## config.mk

```make
export PLATFORM = sky130hd
export DESIGN_NAME = burner_ignition_supervisor
export DESIGN_NICKNAME = d
export VERILOG_FILES = /design/src/rtl/bis_pkg.sv /design/src/rtl/burner_ignition_supervisor.sv
export SDC_FILE = /design/constraint.sdc
export NUM_CORES = 1
export LEC_CHECK = 0
export BUFFER_PORTS_ARGS = -buffer_cell sky130_fd_sc_hd__buf_2
export CORE_MARGIN = 5
export CORE_UTILIZATION = 39
export DETAILED_ROUTE_END_ITERATION = 10
export GPL_ROUTABILITY_DRIVEN = 1
export HOLD_SLACK_MARGIN = 0.1
export SYNTH_ARGS = -nofsm -noshare
export SYNTH_HDL_FRONTEND = slang
export SYNTH_SLANG_ARGS = --single-unit
```

## constraint.sdc

```tcl
create_clock -name clk -period 4 [get_ports clk]
set_input_delay 0.2 -clock clk [delete_from_list [all_inputs] [get_ports clk]]
set_output_delay 0.2 -clock clk [all_outputs]
set_load 0.02 [all_outputs]
```

## src/rtl/bis_pkg.sv

```systemverilog
`default_nettype none

package bis_pkg;

    localparam int TIMER_BITS   = 16;
    localparam int ELAPSED_BITS = TIMER_BITS + 1;
    localparam int CFG_FIELD_BITS = 16;
    localparam int ADDR_BITS    = 4;
    localparam int DATA_BITS    = 32;

    localparam logic [ELAPSED_BITS-1:0] ELAPSED_MAX = '1;

    localparam logic [TIMER_BITS-1:0] PULSE_ON_RESET  = TIMER_BITS'(100);
    localparam logic [TIMER_BITS-1:0] PULSE_OFF_RESET = TIMER_BITS'(100);
    localparam logic [TIMER_BITS-1:0] NO_FLAME_RESET  = TIMER_BITS'(5000);

    typedef enum logic [1:0] {
        REG_PULSE_ON  = 2'd0,
        REG_PULSE_OFF = 2'd1,
        REG_NO_FLAME  = 2'd2,
        REG_UNUSED    = 2'd3
    } reg_index_t;

    typedef enum logic [1:0] {
        STAT_OFF      = 2'd0,
        STAT_IGNITING = 2'd1,
        STAT_BURNING  = 2'd2,
        STAT_LOCKOUT  = 2'd3
    } status_t;

    function automatic logic [TIMER_BITS-1:0] cfg_from_word(input logic [DATA_BITS-1:0] w);
        logic [CFG_FIELD_BITS-1:0] field;
        field = w[CFG_FIELD_BITS-1:0];
        return TIMER_BITS'(field);
    endfunction

    function automatic logic [ELAPSED_BITS-1:0] sat_inc(input logic [ELAPSED_BITS-1:0] v);
        return (v == ELAPSED_MAX) ? ELAPSED_MAX : v + ELAPSED_BITS'(1);
    endfunction

endpackage

`default_nettype wire

```

## src/rtl/burner_ignition_supervisor.sv

```systemverilog
// Gas burner ignition supervisor, one request per millisecond tick.
// Input channel (in_valid/in_ready) carries heat_request and flame_sensed
// for one tick. Output channel (out_valid/out_ready) returns gas_valve,
// igniter_drive and burner_status for that tick, one result per request,
// in order.
// Latency: the result is valid the cycle after the request is accepted.
// Throughput: one request per cycle; the whole tick update (saturating
// elapsed counters, supervisor decision, igniter pulse counter) is a
// single pass of logic between the state registers and the result register.
// When the receiver stalls, the result register holds and in_ready drops
// until the result is taken; in_ready follows out_ready in the same cycle,
// so a full result register never blocks a simultaneous take-and-accept.
// Reset (rst_n low, asynchronous) closes the burner, clears the lockout
// flag and counters, empties the result register and loads the timing
// registers with 100 / 100 / 5000 ticks. The APB port writes pulse_on_ticks
// (0x0), pulse_off_ticks (0x4) and no_flame_ticks (0x8); pready is always
// high and reads return the stored value. Write registers only while idle.
`default_nettype none

module burner_ignition_supervisor (
    input  wire logic                           clk,
    input  wire logic                           rst_n,
    input  wire logic                           psel,
    input  wire logic                           penable,
    input  wire logic                           pwrite,
    input  wire logic [bis_pkg::ADDR_BITS-1:0]  paddr,
    input  wire logic [bis_pkg::DATA_BITS-1:0]  pwdata,
    output logic      [bis_pkg::DATA_BITS-1:0]  prdata,
    output logic                                pready,
    input  wire logic                           in_valid,
    output logic                                in_ready,
    input  wire logic                           heat_request,
    input  wire logic                           flame_sensed,
    output logic                                out_valid,
    input  wire logic                           out_ready,
    output logic                                gas_valve,
    output logic                                igniter_drive,
    output logic      [1:0]                     burner_status
);
    import bis_pkg::*;

    logic [TIMER_BITS-1:0]   pulse_on_reg;
    logic [TIMER_BITS-1:0]   pulse_off_reg;
    logic [TIMER_BITS-1:0]   no_flame_reg;

    logic                    burner_on_reg,       burner_on_next;
    logic                    failed_reg,          failed_next;
    logic                    ign_en_reg,          ign_en_next;
    logic [ELAPSED_BITS-1:0] ign_elapsed_reg,     ign_elapsed_next;
    logic [ELAPSED_BITS-1:0] lock_elapsed_reg,    lock_elapsed_next;
    logic [TIMER_BITS-1:0]   pulse_cnt_reg,       pulse_cnt_next;
    logic                    on_phase_reg,        on_phase_next;

    logic                    out_valid_reg;
    logic                    gas_reg,             gas_next;
    logic                    spark_reg,           spark_next;
    status_t                 status_reg,          status_next;

    logic                    accept;
    logic                    cfg_write;
    reg_index_t              cfg_sel;
    logic [ELAPSED_BITS-1:0] nf_ext;
    logic [TIMER_BITS:0]     cnt_inc;

    assign pready    = 1'b1;
    assign cfg_sel   = reg_index_t'(paddr[3:2]);
    assign cfg_write = psel && penable && pwrite;

    always_ff @(posedge clk or negedge rst_n) begin
        if (!rst_n) begin
            pulse_on_reg  <= PULSE_ON_RESET;
            pulse_off_reg <= PULSE_OFF_RESET;
            no_flame_reg  <= NO_FLAME_RESET;
        end else if (cfg_write) begin
            unique case (cfg_sel)
                REG_PULSE_ON:  pulse_on_reg  <= cfg_from_word(pwdata);
                REG_PULSE_OFF: pulse_off_reg <= cfg_from_word(pwdata);
                REG_NO_FLAME:  no_flame_reg  <= cfg_from_word(pwdata);
                default:       ;
            endcase
        end
    end

    always_comb begin
        unique case (cfg_sel)
            REG_PULSE_ON:  prdata = DATA_BITS'(pulse_on_reg);
            REG_PULSE_OFF: prdata = DATA_BITS'(pulse_off_reg);
            REG_NO_FLAME:  prdata = DATA_BITS'(no_flame_reg);
            default:       prdata = '0;
        endcase
    end

    assign in_ready = !out_valid_reg || out_ready;
    assign accept   = in_valid && in_ready;
    assign nf_ext   = ELAPSED_BITS'(no_flame_reg);

    // One tick: advance timers, supervise, then run the pulse generator.
    always_comb begin
        burner_on_next    = burner_on_reg;
        failed_next       = failed_reg;
        ign_en_next       = ign_en_reg;
        ign_elapsed_next  = sat_inc(ign_elapsed_reg);
        lock_elapsed_next = sat_inc(lock_elapsed_reg);
        pulse_cnt_next    = pulse_cnt_reg;
        on_phase_next     = on_phase_reg;
        spark_next        = 1'b0;
        cnt_inc           = '0;

        if (!heat_request) begin
            if (burner_on_reg) begin
                burner_on_next = 1'b0;
                failed_next    = 1'b0;
                ign_en_next    = 1'b0;
            end
        end else if (!(failed_reg && lock_elapsed_next < nf_ext)) begin
            if (!burner_on_reg) begin
                failed_next      = 1'b0;
                burner_on_next   = 1'b1;
                ign_en_next      = 1'b1;
                ign_elapsed_next = '0;
            end
            if (flame_sensed) begin
                ign_en_next = 1'b0;
                failed_next = 1'b0;
            end else if (ign_en_next && ign_elapsed_next >= nf_ext) begin
                failed_next       = 1'b1;
                ign_en_next       = 1'b0;
                burner_on_next    = 1'b0;
                lock_elapsed_next = '0;
            end else if (!ign_en_next && ign_elapsed_next > nf_ext) begin
                ign_en_next      = 1'b1;
                ign_elapsed_next = '0;
            end
        end

        if (!ign_en_next) begin
            // Drop the spark now and rewind to the start of an on phase.
            pulse_cnt_next = '0;
            on_phase_next  = 1'b1;
        end else begin
            spark_next = on_phase_reg;
            cnt_inc    = {1'b0, pulse_cnt_reg} + (TIMER_BITS+1)'(1);
            pulse_cnt_next = cnt_inc[TIMER_BITS-1:0];
            if (on_phase_reg) begin
                if (cnt_inc >= {1'b0, pulse_on_reg}) begin
                    pulse_cnt_next = '0;
                    if (pulse_off_reg != '0)
                        on_phase_next = 1'b0;
                end
            end else if (cnt_inc >= {1'b0, pulse_off_reg}) begin
                pulse_cnt_next = '0;
                on_phase_next  = 1'b1;
            end
        end

        gas_next = burner_on_next;
        if (!burner_on_next)
            status_next = failed_next ? STAT_LOCKOUT : STAT_OFF;
        else
            status_next = ign_en_next ? STAT_IGNITING : STAT_BURNING;
    end

    always_ff @(posedge clk or negedge rst_n) begin
        if (!rst_n) begin
            burner_on_reg    <= 1'b0;
            failed_reg       <= 1'b0;
            ign_en_reg       <= 1'b0;
            ign_elapsed_reg  <= '0;
            lock_elapsed_reg <= '0;
            pulse_cnt_reg    <= '0;
            on_phase_reg     <= 1'b1;
            out_valid_reg    <= 1'b0;
        end else begin
            if (accept) begin
                burner_on_reg    <= burner_on_next;
                failed_reg       <= failed_next;
                ign_en_reg       <= ign_en_next;
                ign_elapsed_reg  <= ign_elapsed_next;
                lock_elapsed_reg <= lock_elapsed_next;
                pulse_cnt_reg    <= pulse_cnt_next;
                on_phase_reg     <= on_phase_next;
            end
            if (accept)
                out_valid_reg <= 1'b1;
            else if (out_ready)
                out_valid_reg <= 1'b0;
        end
    end

    always_ff @(posedge clk) begin
        if (accept) begin
            gas_reg    <= gas_next;
            spark_reg  <= spark_next;
            status_reg <= status_next;
        end
    end

    assign out_valid     = out_valid_reg;
    assign gas_valve     = gas_reg;
    assign igniter_drive = spark_reg;
    assign burner_status = status_reg;

endmodule

`default_nettype wire

```

Word level (Yosys, flattened, before mapping):

Index checks and enable logic that the tools add are counted.

* add/sub/neg operators: 3
* order comparisons: 5
* equal/unequal tests: 4
* muxes and demuxes: 48
* reduce and logical (&&, ||, !) cells: 15

Operators with widths (number)
* $mux W17: 14
* $mux W16: 4
* $ge A17 B16 Y1: 3
* $pmux W16 S3: 1
* $add A17 B1 Y17 const B: 2
* $eq A17 B17 Y1 const B: 2
* $mux W1: 26
* $add A16 B1 Y17 const B: 1
* $gt A17 B16 Y1: 1
* $lt A17 B16 Y1: 1
* $reduce_bool A16 Y1: 1
* $logic_and A1 B1 Y1: 6
* $mux W2: 3
* $reduce_and A2 Y1: 3
* $eq A2 B1 Y1 const B: 1
* $eq A2 B2 Y1 const B: 1
* $logic_not A1 Y1: 2
* $logic_not A2 Y1: 1
* $reduce_bool A2 Y1: 1
* $logic_or A1 B1 Y1: 1

* bits in registers: 107
* input bits: 45
* output and inout port bits: 39
* word-level logic and storage cells: 89

Depth between registers and ports, before layout:

Gate-level depths: netlist of the first run.

* depth in word-level cells: 15
* mapped depth: 19
* gate-level depth less buffers: 17

Worst setup path before layout of the first run:

OpenSTA, ideal clock, no wires.

* path type: register -> register
* start point: reg ign_elapsed_reg[0]
* end point: reg pulse_cnt_reg[2]
* setup time: 118 ps
* arrival: 3866 ps
* data required time: 3882 ps
* path slack: 16 ps
* stages on the path, launching flop included: 19
* buffers on the path: 1
* clock period less this slack: 3984 ps
* cell sequence: dfrtp_1 > ha_1 > nand3_1 > nor2_1 > and2_0 > nor2b_1 > nand3_1 > xor2_1 > a21oi_1 > ha_1 > nand3_1 > nor4_1 > nand4_1 > o311ai_0 > mux2i_1 > o211ai_2 > buf_6 > o21ai_1 > a21o_1

* cells in the longest elaborated chain, start to end: 13
* elaborated cells on any way between the ends: 16
* classes of those cells: add/sub: 1; order compare: 2; eq/ne: 1; mux: 10; reduce/logical: 2

RTL lines
* from (decl): line burner_ignition_supervisor.sv:49 `logic [ELAPSED_BITS-1:0] ign_elapsed_reg, ign_elapsed_next;`
* from (signal assigned): line burner_ignition_supervisor.sv:178 `ign_elapsed_reg <= ign_elapsed_next;`
* $add A17 B1 Y17 / $eq A17 B17 Y1 (equally long branches): line bis_pkg.sv:38 `return (v == ELAPSED_MAX) ? ELAPSED_MAX : v + ELAPSED_BITS'(1);`
* $mux W17 *: line bis_pkg.sv:38
* $mux W17 *: line burner_ignition_supervisor.sv:116 `if (!burner_on_reg) begin`
* $mux W17 *: line burner_ignition_supervisor.sv:115 `end else if (!(failed_reg && lock_elapsed_next < nf_ext)) begin`
* $mux W17 *: line burner_ignition_supervisor.sv:109 `if (!heat_request) begin`
* $gt A17 B16 Y1: line burner_ignition_supervisor.sv:130 `end else if (!ign_en_next && ign_elapsed_next > nf_ext) begin`
* $logic_and A1 B1 Y1: line burner_ignition_supervisor.sv:130
* $mux W1: line burner_ignition_supervisor.sv:130
* $mux W1 *: line burner_ignition_supervisor.sv:125 `end else if (ign_en_next && ign_elapsed_next >= nf_ext) begin`
* $mux W1 *: line burner_ignition_supervisor.sv:122 `if (flame_sensed) begin`
* $mux W1 *: line burner_ignition_supervisor.sv:115
* $mux W1 *: line burner_ignition_supervisor.sv:109
* $mux W16 *: line burner_ignition_supervisor.sv:136 `if (!ign_en_next) begin`
* to (signal assigned): line burner_ignition_supervisor.sv:180 `pulse_cnt_reg <= pulse_cnt_next;`
* to (decl): line burner_ignition_supervisor.sv:51 `logic [TIMER_BITS-1:0] pulse_cnt_reg, pulse_cnt_next;`

Every way passes the cells marked *; elsewhere a longest branch is shown, timed or not. The select of a mux whose other input is x is not followed.
A chain may end at the register's enable or synchronous reset.

Worst setup path after layout of the first run:

* start point: reg ign_elapsed_reg[1]
* end point: reg pulse_cnt_reg[8]

Same word-level chain as after synthesis.

==> results of run 1 <==
cell type report:
type                    count  area, um2  area share (%)
repair buffers            117        816            9.09
clock buffers              10        239            2.66
clock inverters             6       47.5           0.530
well taps                 265        332            3.69
multi-input cells         665       4590            51.2
flip-flops and latches    107       2710            30.2
inverters                  63        236            2.64
metrics by stage:
stage                     worst slack (ns)  util, %
after CTS                           0.0325     45.2
final                                0.178     46.4
after global routing               -0.0541     46.4
after floorplan                     0.0155        -
after detailed placement          -0.00189     43.0
after global placement              0.0778     43.0
timing repair:
item,in CTS,in global routing
hold buffers,14,0
pin swaps,0,22
endpoints found under the setup margin,4,49
resized for setup,2,44
buffers inserted,0,6
endpoints found under the hold margin,55,0
cloned,0,1
critical path, delay by kind of cell, from the launching register on:
kind / cells / cell delay, ns
adders and majority gates: 1 / 0.27
DFF: 1 / 0.43
and+or+nand+nor: 7 / 1.25
AOI/OAI and AO/OA: 6 / 1.11
muxes: 1 / 0.19
xor gates and xnor gates: 1 / 0.15
buffers and inverters: 2 / 0.30
final timing paths:
path	from	to	slack [ns]	cells after the start
max	ign_elapsed_reg[1]	pulse_cnt_reg[8]	0.18	18
min	pwdata[7]	no_flame_reg[7]	0.10	3
max reg2reg	ign_elapsed_reg[1]	pulse_cnt_reg[8]	0.18	18
min reg2reg	lock_elapsed_reg[1]	lock_elapsed_reg[1]	0.53	2
max in group asynchronous	rst_n	on_phase_reg	2.75	3
min in group asynchronous	rst_n	lock_elapsed_reg[10]	0.38	2
per-layer routing:
layer	global-route usage (%)	part of all wire [%]	vias to the layer above
met5	0	0.10	-
met4	4.85	1.2	4
met3	2.42	4.8	19
met2	28.2	44	139
met1	27.5	49	3058
li1	-	-	3239
power by group:
part / internal (uW) / switching (uW) / leakage (uW)
Sequential: 1330 / 211 / 0.00134
Combinational: 632 / 875 / 0.00276
Clock: 445 / 441 / 0.000136
Total: 2410 / 1530 / 0.00423
synth_stat cells, drive strengths merged (3+ instances only):
library cell | count | share of area, %
a211oi | 6 | 0.59
a21o | 15 | 1.5
a21oi | 69 | 4.6
a22o | 4 | 0.46
a31o | 4 | 0.46
a31oi | 8 | 0.66
a41o | 3 | 0.40
and2 | 7 | 0.58
and3 | 10 | 0.82
and4 | 5 | 0.58
buf | 27 | 2.5
clkbuf | 30 | 1.5
dfrtp | 91 | 30
dfstp | 12 | 4.2
edfxtp | 4 | 1.6
ha | 66 | 11
inv | 61 | 3.0
mux2 | 20 | 3.0
mux2i | 17 | 2.2
nand2 | 121 | 6.0
nand2b | 8 | 0.66
nand3 | 32 | 2.1
nand4 | 18 | 2.0
nor2 | 32 | 1.6
nor2b | 4 | 0.33
nor3 | 5 | 0.33
nor3b | 6 | 0.59
nor4 | 12 | 1.5
o211ai | 3 | 0.36
o21a | 7 | 0.69
o21ai | 95 | 6.3
o22a | 9 | 1.0
o311ai | 3 | 0.35
or3 | 6 | 0.49
xnor2 | 23 | 2.7
xor2 | 15 | 1.7
logic make-up after synthesis:
| kind of cell | Yosys count | share of synthesized area (%) |
|---|---|---|
| flops | 107 | 35.8 |
| mux | 37 | 5.21 |
| xor+xnor | 38 | 4.39 |
| buf+inv | 120 | 7.09 |
| other cells | 2 | 0.0990 |
| compound gates | 238 | 18.8 |
| fa+ha+maj | 66 | 10.9 |
| simple gates | 268 | 17.8 |
==> run summary, run 1 <==
residual DRC count -> 0
CP Launch Type -> flip-flop
Synth Cell Area -> 0.00759 mm2
GP Congestion -> 0.835
vias in the first global route -> 5968
EDFF count, synth -> 4
final worst path period share -> 95.5%
final wirelength -> 20400 um
GRT Overall Usage -> 18.4%
effective utilization at floorplan -> 39.2%
Worst Max-Slew Pin Slew -> 1.21 ns
Overall Power -> 3940 uW
WHS -> 0.103 ns
H-tree depth -> 3
total CTS buffers -> 9
Bufs on Longest Clock Path -> 2
Sink Count -> 107
Pleak -> 0.00423 uW
most common cell after layout, fill and taps aside -> nand2_1
Yosys reg bits -> 107
Detail Route Antenna Nets -> 0
status -> finished, final reports clean
Worst setup EP type -> flip-flop
TNS Setup -> 0 ns
Post-synth top flop -> dfrtp_1
Worst Hold Class -> in2reg
CTS root buffer -> clkbuf_16
Final Setup Violations -> 0
slowest CP cell -> dfrtp_1
initial antenna violation count -> 2
gate count of the mapped netlist -> 876
via count -> 6459
first-pass GRT wire length -> 32600 um
CORE AREA -> 0.0193 mm2
Seq/Total Area, Yosys -> 35.8%
IR drop worst, VDD -> 0.269 mV
critical path data required time -> 4.25 ns
worst-path cell chain -> and4_1 -> and2_4 -> and4_4 -> and3_4 -> nand2_2 -> xor2_2 -> a21oi_2 -> ha_1 -> nand3_4 -> buf_4 -> o221ai_1 -> a311oi_1 -> nand3_1 -> mux2i_1 -> o211ai_2 -> buf_6 -> o21ai_2 -> a22o_1
ys async rst share -> 96.3%
Rel. slew slack -> 18.6%
Power per Cell Area -> 439 mW/mm2
Clock transition at path regs -> 0.08 ns
n_diodes -> 0
Layout Nets -> 1074
most frequent cells in the layout -> 119 x nand2_1, 91 x dfrtp_1, 87 x o21ai_0
final instance area -> 0.00897 mm2
Ys Warns -> 0
crit-path max cell delay -> 0.43 ns
Crit Path Class -> reg2reg
Inst Count DP -> 1196
min Tclk post-route -> 3.82 ns
Final Max Tran Viols -> 0
Ports -> 84
CTS tree -> done
hpwl dp -> 15300 um
max cap viols -> 0
wire length per cell -> 16.5 um
area of the die -> 0.0223 mm2
insertion delay to the later sink of the worst-skew pair -> 0.36 ns
largest net degree at the start of global routing -> 71
Max Clock Skew -> 0.0119 ns
input/output buffers -> 48
Yosys cell types -> 62
area post-placement -> 0.00831 mm2
CP Max Fanout -> 8
RSZ-0062 raised after global routing -> true
die width -> 149 um
1st-pass router iterations -> 5
Vias/cell -> 5.24
Max Clk Rate -> 262 MHz
area grow syn2layout -> 18.3%
gr ovfl total -> 0
Fillers -> 1877
First DRT Iteration DRCs -> 395
count of final hold-check violations -> 0
Syn Area/Cell -> 8.66 um2
Finished Layout Cells -> 1233
std cell rows -> 51
share of layout cells above drive strength 1 -> 21.2%
die height -> 149 um
CP arrival -> 4.07 ns
No activity file was read; power rests on OpenSTA's default activity.
==> run 2: changes to the inputs <==
--- a/config.mk
+++ b/config.mk
@@ -11,6 +11,7 @@
 export DETAILED_ROUTE_END_ITERATION = 10
 export GPL_ROUTABILITY_DRIVEN = 1
 export HOLD_SLACK_MARGIN = 0.1
+export PLACE_DENSITY = 0.71
 export SYNTH_ARGS = -nofsm -noshare
 export SYNTH_HDL_FRONTEND = slang
 export SYNTH_SLANG_ARGS = --single-unit
==> run 2 against run 1 <==
Effect of this change:
- final cell count shrank 1.1%
- via count grew 2.2%
- critical path type unchanged
- non-clock buffer count shrank 12
- fmax shrank 0.83%
- clock skew shrank 0.0038 ns
- setup slack lost 0.032 ns
- global-route usage shrank 0.20 points
- critical endpoint is now pulse_cnt_reg[0]
- register-to-register slack lost 0.03 ns
- sequential share of layout area grew 0.28 points
==> run summary, run 2 (synthesis results as in run 1) <==
Gate power share -> 37.5%
Sw Share -> 37.4%
max cap viols -> 0
CP Max Fanout -> 12
worst reg-to-reg path cell count -> 17
Inst Count DP -> 1181
Clock transition at path regs -> 0.07 ns
Rel. slew slack -> 23.7%
First DRT Iteration DRCs -> 385
Max Clk Rate -> 260 MHz
final worst path period share -> 96.3%
hpwl dp -> 15100 um
Hold Crit Depth -> 2
most frequent cells in the layout -> 120 x nand2_1, 92 x o21ai_0, 90 x dfrtp_1
share of layout cells above drive strength 1 -> 19.1%
status -> finished, final reports clean
GRT Overall Usage -> 18.2%
die width -> 149 um
Sink Count -> 107
CTS root buffer -> clkbuf_16
1st-pass router iterations -> 5
std cell rows -> 51
min Tclk post-route -> 3.85 ns
IR drop worst, VDD -> 0.239 mV
effective utilization at floorplan -> 39.2%
wire length per cell -> 16.7 um
RSZ-0062 raised after global routing -> true
Worst Hold Class -> in2reg
Worst Max-Slew Pin Slew -> 1.14 ns
GP Congestion -> 0.914
die height -> 149 um
Pleak -> 0.00416 uW
CORE AREA -> 0.0193 mm2
CTS tree -> done
Internal Power -> 2520 uW
Vias/cell -> 5.41
Overall Power -> 4030 uW
vias in the first global route -> 6221
n_diodes -> 0
total CTS buffers -> 9
largest net degree at the start of global routing -> 71
count of final hold-check violations -> 0
CP Launch Type -> flip-flop
CP arrival -> 4.09 ns
Max Clock Skew -> 0.00807 ns
initial antenna violation count -> 2
Ports -> 84
Power per Cell Area -> 453 mW/mm2
final wirelength -> 20400 um
input/output buffers -> 48
most common cell after layout, fill and taps aside -> nand2_1
first-pass GRT wire length -> 32400 um
via count -> 6600
Crit Path Class -> reg2reg
Flop pwr share -> 38.4%
area of the die -> 0.0223 mm2
Finished Layout Cells -> 1220
H-tree depth -> 3
gr ovfl total -> 0
critical path data required time -> 4.24 ns
clock share of power -> 24.0%
area grow syn2layout -> 17.2%
Worst setup EP type -> flip-flop
insertion delay to the later sink of the worst-skew pair -> 0.36 ns
Psw -> 1500 uW
Final Setup Violations -> 0
residual DRC count -> 0
Bufs on Longest Clock Path -> 2
Detail Route Antenna Nets -> 0
Final Max Tran Viols -> 0
Layout Nets -> 1061
run 2: cell count changes in the layout (fill, tap and decap cells not counted), moves of 2 or more:
| cell | delta |
|---|---|
| a21oi_1 | +2 |
| a21oi_2 | -2 |
| buf_4 | -13 |
| clkinv_4 | -2 |
| nand2_2 | -2 |
| nor3_1 | -2 |
| nor3_2 | +2 |
| o21ai_0 | +5 |
| o21ai_2 | -4 |
| o311ai_1 | -2 |
| xnor2_1 | +2 |
| xnor2_2 | -2 |
run 2: what timing repair did:
| item | in CTS | in global routing |
|---|---|---|
| resized for setup | 2 | 29 |
| pin swaps | 0 | 13 |
| hold endpoints to repair | 46 | 0 |
| setup buffers | 0 | 8 |
| endpoints found under the setup margin | 5 | 57 |
| cloned | 0 | 0 |
| hold buffers | 15 | 0 |
run 2: critical path: stages (launching register included):
cell	delay, ns
dfrtp_1	0.41
and4_1	0.22
and2_1	0.19
and4_1	0.20
and3_2	0.24
nand2b_1	0.12
xor2_2	0.17
a21oi_1	0.09
ha_1	0.34
nand3_4	0.14
o221ai_1	0.15
a311oi_1	0.29
nand3_1	0.23
mux2i_2	0.22
o211ai_2	0.22
buf_12	0.16
nor2_2	0.06
mux2_2	0.29
run 2: through the flow:
step / setup TNS (ns) / instance area [um2] / worst slack, ns / hold WS (ns) / util [%]
2_1_floorplan: 0 / 7640 / 0.0155 / -0.0956 / -
3_3_place_gp: 0 / 8210 / 0.0308 / 0.142 / 42.5
3_5_place_dp: -0.190 / 8210 / -0.0604 / 0.142 / 42.5
4_1_cts: 0 / 8690 / 0.00818 / 0.101 / 44.9
5_1_grt: -0.575 / 8900 / -0.0971 / 0.109 / 46.0
6_report: 0 / 8900 / 0.147 / 0.124 / 46.0
run 2: worst paths after layout:
kind	from	end	slack, ns
setup / recovery	ign_elapsed_reg[0]	pulse_cnt_reg[0]	0.15
hold / removal	pwdata[0]	pulse_on_reg[0]	0.12
setup reg to reg	ign_elapsed_reg[0]	pulse_cnt_reg[0]	0.15
hold reg to reg	ign_elapsed_reg[4]	ign_elapsed_reg[4]	0.53
max in group asynchronous	rst_n	on_phase_reg	2.82
min in group asynchronous	rst_n	ign_elapsed_reg[10]	0.31
run 2: routing by layer:
metal  GRT usage [%]  vias up  wire (um)  part of all wire [%]
li1                -     3204          -                     -
met1            24.6     3181       9340                    46
met2            29.4      170       9580                    47
met3            3.15       41        923                   4.5
met4            6.73        4        566                   2.8
met5               0        -         21                  0.10
run 2: final cells by class:
type / count / area [um2]
sequential: 107 / 2710
fill: 1839 / 10400
multi-input combinational: 664 / 4550
clock inverter: 3 / 42.5
clock buffer: 13 / 282
tap: 265 / 332
timing repair buffer: 105 / 737
inverter: 63 / 239
run 2: power groups by stage:
stage	logic [uW]	clock network, uW	registers, uW
2_1_floorplan	956	0	1510
3_3_place_gp	1350	0	1550
3_5_place_dp	1380	0	1560
6_report	1510	968	1550
5_1_grt	1680	1040	1580
4_1_cts	1410	996	1540
==> run 3: changes to the inputs <==
--- a/config.mk
+++ b/config.mk
@@ -6,6 +6,7 @@
 export NUM_CORES = 1
 export LEC_CHECK = 0
 export BUFFER_PORTS_ARGS = -buffer_cell sky130_fd_sc_hd__buf_2
+export CAP_MARGIN = 10
 export CORE_MARGIN = 5
 export CORE_UTILIZATION = 39
 export DETAILED_ROUTE_END_ITERATION = 10
==> constraint.sdc (replaced) <==
create_clock -name clk -period 3.5 [get_ports clk]
set_input_delay 0.175 -clock clk [delete_from_list [all_inputs] [get_ports clk]]
set_output_delay 0.175 -clock clk [all_outputs]
set_load 0.02 [all_outputs]
==> run 3 against run 2 <==
Effect of this change:
- the flow now finishes with violations (negative setup slack)
- utilization is 3.9 points higher
- final cell count is 5.9% higher
- fmax is 5.0% higher
- first-iteration DRC count is 35% higher
- non-clock buffer count is 71 higher
- routed wire length is 2.6% higher
- clock power is 20% higher
==> run summary, run 3 (synthesis results as in run 1) <==
status -> finished, violations left
failing checks -> negative setup slack
final instance area -> 0.00966 mm2
Clock transition at path regs -> 0.08 ns
Post-Place Worst Slack -> -0.256 ns
critical path data required time -> 3.75 ns
count of final hold-check violations -> 0
worst reg2reg startpoint -> ign_elapsed_reg[1]
H-tree depth -> 3
CP Launch Type -> flip-flop
first-pass GRT wire length -> 32900 um
final worst path period share -> 105%
most common cell after layout, fill and taps aside -> nand2_1
area post-placement -> 0.00871 mm2
WHS -> 0.115 ns
total CTS buffers -> 9
Power per Cell Area -> 506 mW/mm2
worst reg-to-reg path cell count -> 17
Layout Nets -> 1133
Sink Count -> 107
Max Clk Rate -> 272 MHz
GRT Overall Usage -> 18.4%
Crit Path Class -> reg2reg
CP Max Fanout -> 9
Vias/cell -> 5.42
Worst Max-Slew Pin Slew -> 1.09 ns
gr ovfl total -> 0
initial antenna violation count -> 0
most frequent cells in the layout -> 118 x nand2_1, 104 x buf_4, 89 x dfrtp_1
IR drop worst, VDD -> 0.315 mV
n_diodes -> 0
vias in the first global route -> 6395
Sw Share -> 38.0%
effective utilization at floorplan -> 39.2%
Psw -> 1860 uW
Bufs on Longest Clock Path -> 2
hpwl dp -> 15500 um
Fillers -> 1752
Finished Layout Cells -> 1292
wire length per cell -> 16.2 um
Pleak -> 0.00458 uW
share of layout cells above drive strength 1 -> 28.4%
1st-pass router iterations -> 5
Final Setup Violations -> 22
CORE AREA -> 0.0193 mm2
std cell rows -> 51
area of the die -> 0.0223 mm2
flop2flop setup slack -> -0.17 ns
residual DRC count -> 0
Hold Path End -> pulse_on_reg[4]
clock share of power -> 23.6%
First DRT Iteration DRCs -> 519
RSZ-0062 raised after global routing -> true
Gate power share -> 40.9%
GP Congestion -> 0.861
Ports -> 84
area grow syn2layout -> 27.3%
CP arrival -> 3.92 ns
Internal Power -> 3030 uW
CTS root buffer -> clkbuf_16
Detail Route Antenna Nets -> 0
input/output buffers -> 48
max cap viols -> 0
Hold Crit Depth -> 3
die height -> 149 um
Worst Hold Class -> in2reg
Inst Count DP -> 1239
Flop pwr share -> 35.4%
via count -> 7005
insertion delay to the later sink of the worst-skew pair -> 0.36 ns
final wirelength -> 21000 um
crit path from -> ign_elapsed_reg[1]
CTS tree -> done
largest net degree at the start of global routing -> 82
setup ws final -> -0.171 ns
Worst setup EP type -> flip-flop
RR Endpoint -> pulse_cnt_reg[0]
Final Max Tran Viols -> 0
die width -> 149 um
min Tclk post-route -> 3.67 ns
Rel. slew slack -> 27.2%
Max Clock Skew -> 0.00407 ns
TNS Setup -> -2.00 ns
hold_sp -> pwdata[4]
[run 3: cell count changes in the layout (fill, tap and decap cells not counted), moves of 4 or more]
cell,previous run,this run
buf_4,40,104
o21ai_0,92,77
a21oi_1,67,59
a21oi_2,2,10
o21ai_2,2,10
o21ai_1,1,8
buf_6,1,7
ha_1,66,62
ha_4,0,4
nor2_4,0,4
[run 3: timing repair]
item,in CTS,in global routing
cloned,1,0
setup endpoints to repair,51,57
pin swaps,9,8
hold buffers,17,0
setup buffers,11,9
resized for setup,27,51
hold endpoints to repair,101,0
[run 3: power groups by stage]
stage / Clock [uW] / Combinational, uW / Sequential (uW)
after global placement: 0 / 1700 / 1740
after detailed placement: 0 / 1750 / 1750
final: 1160 / 2000 / 1730
after floorplan: 0 / 1130 / 1740
after CTS: 1180 / 1870 / 1720
after global routing: 1230 / 2200 / 1770
[run 3: final cells by class]
type / count / area (um2) / area share (%)
multi-input combinational: 665 / 4750 / 49.2
sequential: 107 / 2720 / 28.1
timing repair buffer: 176 / 1280 / 13.3
tap: 265 / 332 / 3.43
inverter: 63 / 236 / 2.45
clock buffer: 9 / 225 / 2.33
clock inverter: 7 / 109 / 1.13
[run 3: how the worst max path moves through the flow]
stage	to	slack [ns]
after global routing	pulse_cnt_reg[9]	-0.32
after floorplan	pulse_cnt_reg[2]	-0.02
after CTS	pulse_cnt_reg[0]	-0.10
final	pulse_cnt_reg[0]	-0.17
after detailed placement	burner_status[1]	-0.26
after global placement	pulse_cnt_reg[0]	-0.15
[run 3: critical path, stage by stage, from the launching register on]
cell and delay [ns]:
dfrtp_1 0.42, and4_1 0.24, and2_4 0.15, and4_4 0.21
and3_4 0.20, nand2b_1 0.06, xor2_1 0.18, a21oi_1 0.11
ha_1 0.38, nand3_4 0.12, nor4_4 0.18, nand4_1 0.17
o311ai_1 0.29, mux2i_1 0.15, o211ai_2 0.19, buf_6 0.17
nor2_4 0.06, mux2_2 0.28
[run 3: through the flow]
| step | util (%) | power [uW] |
|---|---|---|
| after global routing | 49.9 | 5190 |
| final | 49.9 | 4890 |
| after detailed placement | 45.0 | 3500 |
| after floorplan | - | 2870 |
| after CTS | 48.7 | 4780 |
| after global placement | 45.0 | 3440 |
[run 3: metal layers]
| metal | vias up | wire length, um | share of wire, % | track usage (%) |
|---|---|---|---|---|
| li1 | 3373 | - | - | - |
| met1 | 3405 | 9780 | 47 | 26.2 |
| met2 | 197 | 9810 | 47 | 29.9 |
| met3 | 30 | 915 | 4.4 | 1.73 |
| met4 | 0 | 448 | 2.1 | 5.54 |
| met5 | - | 0 | 0 | 0 |
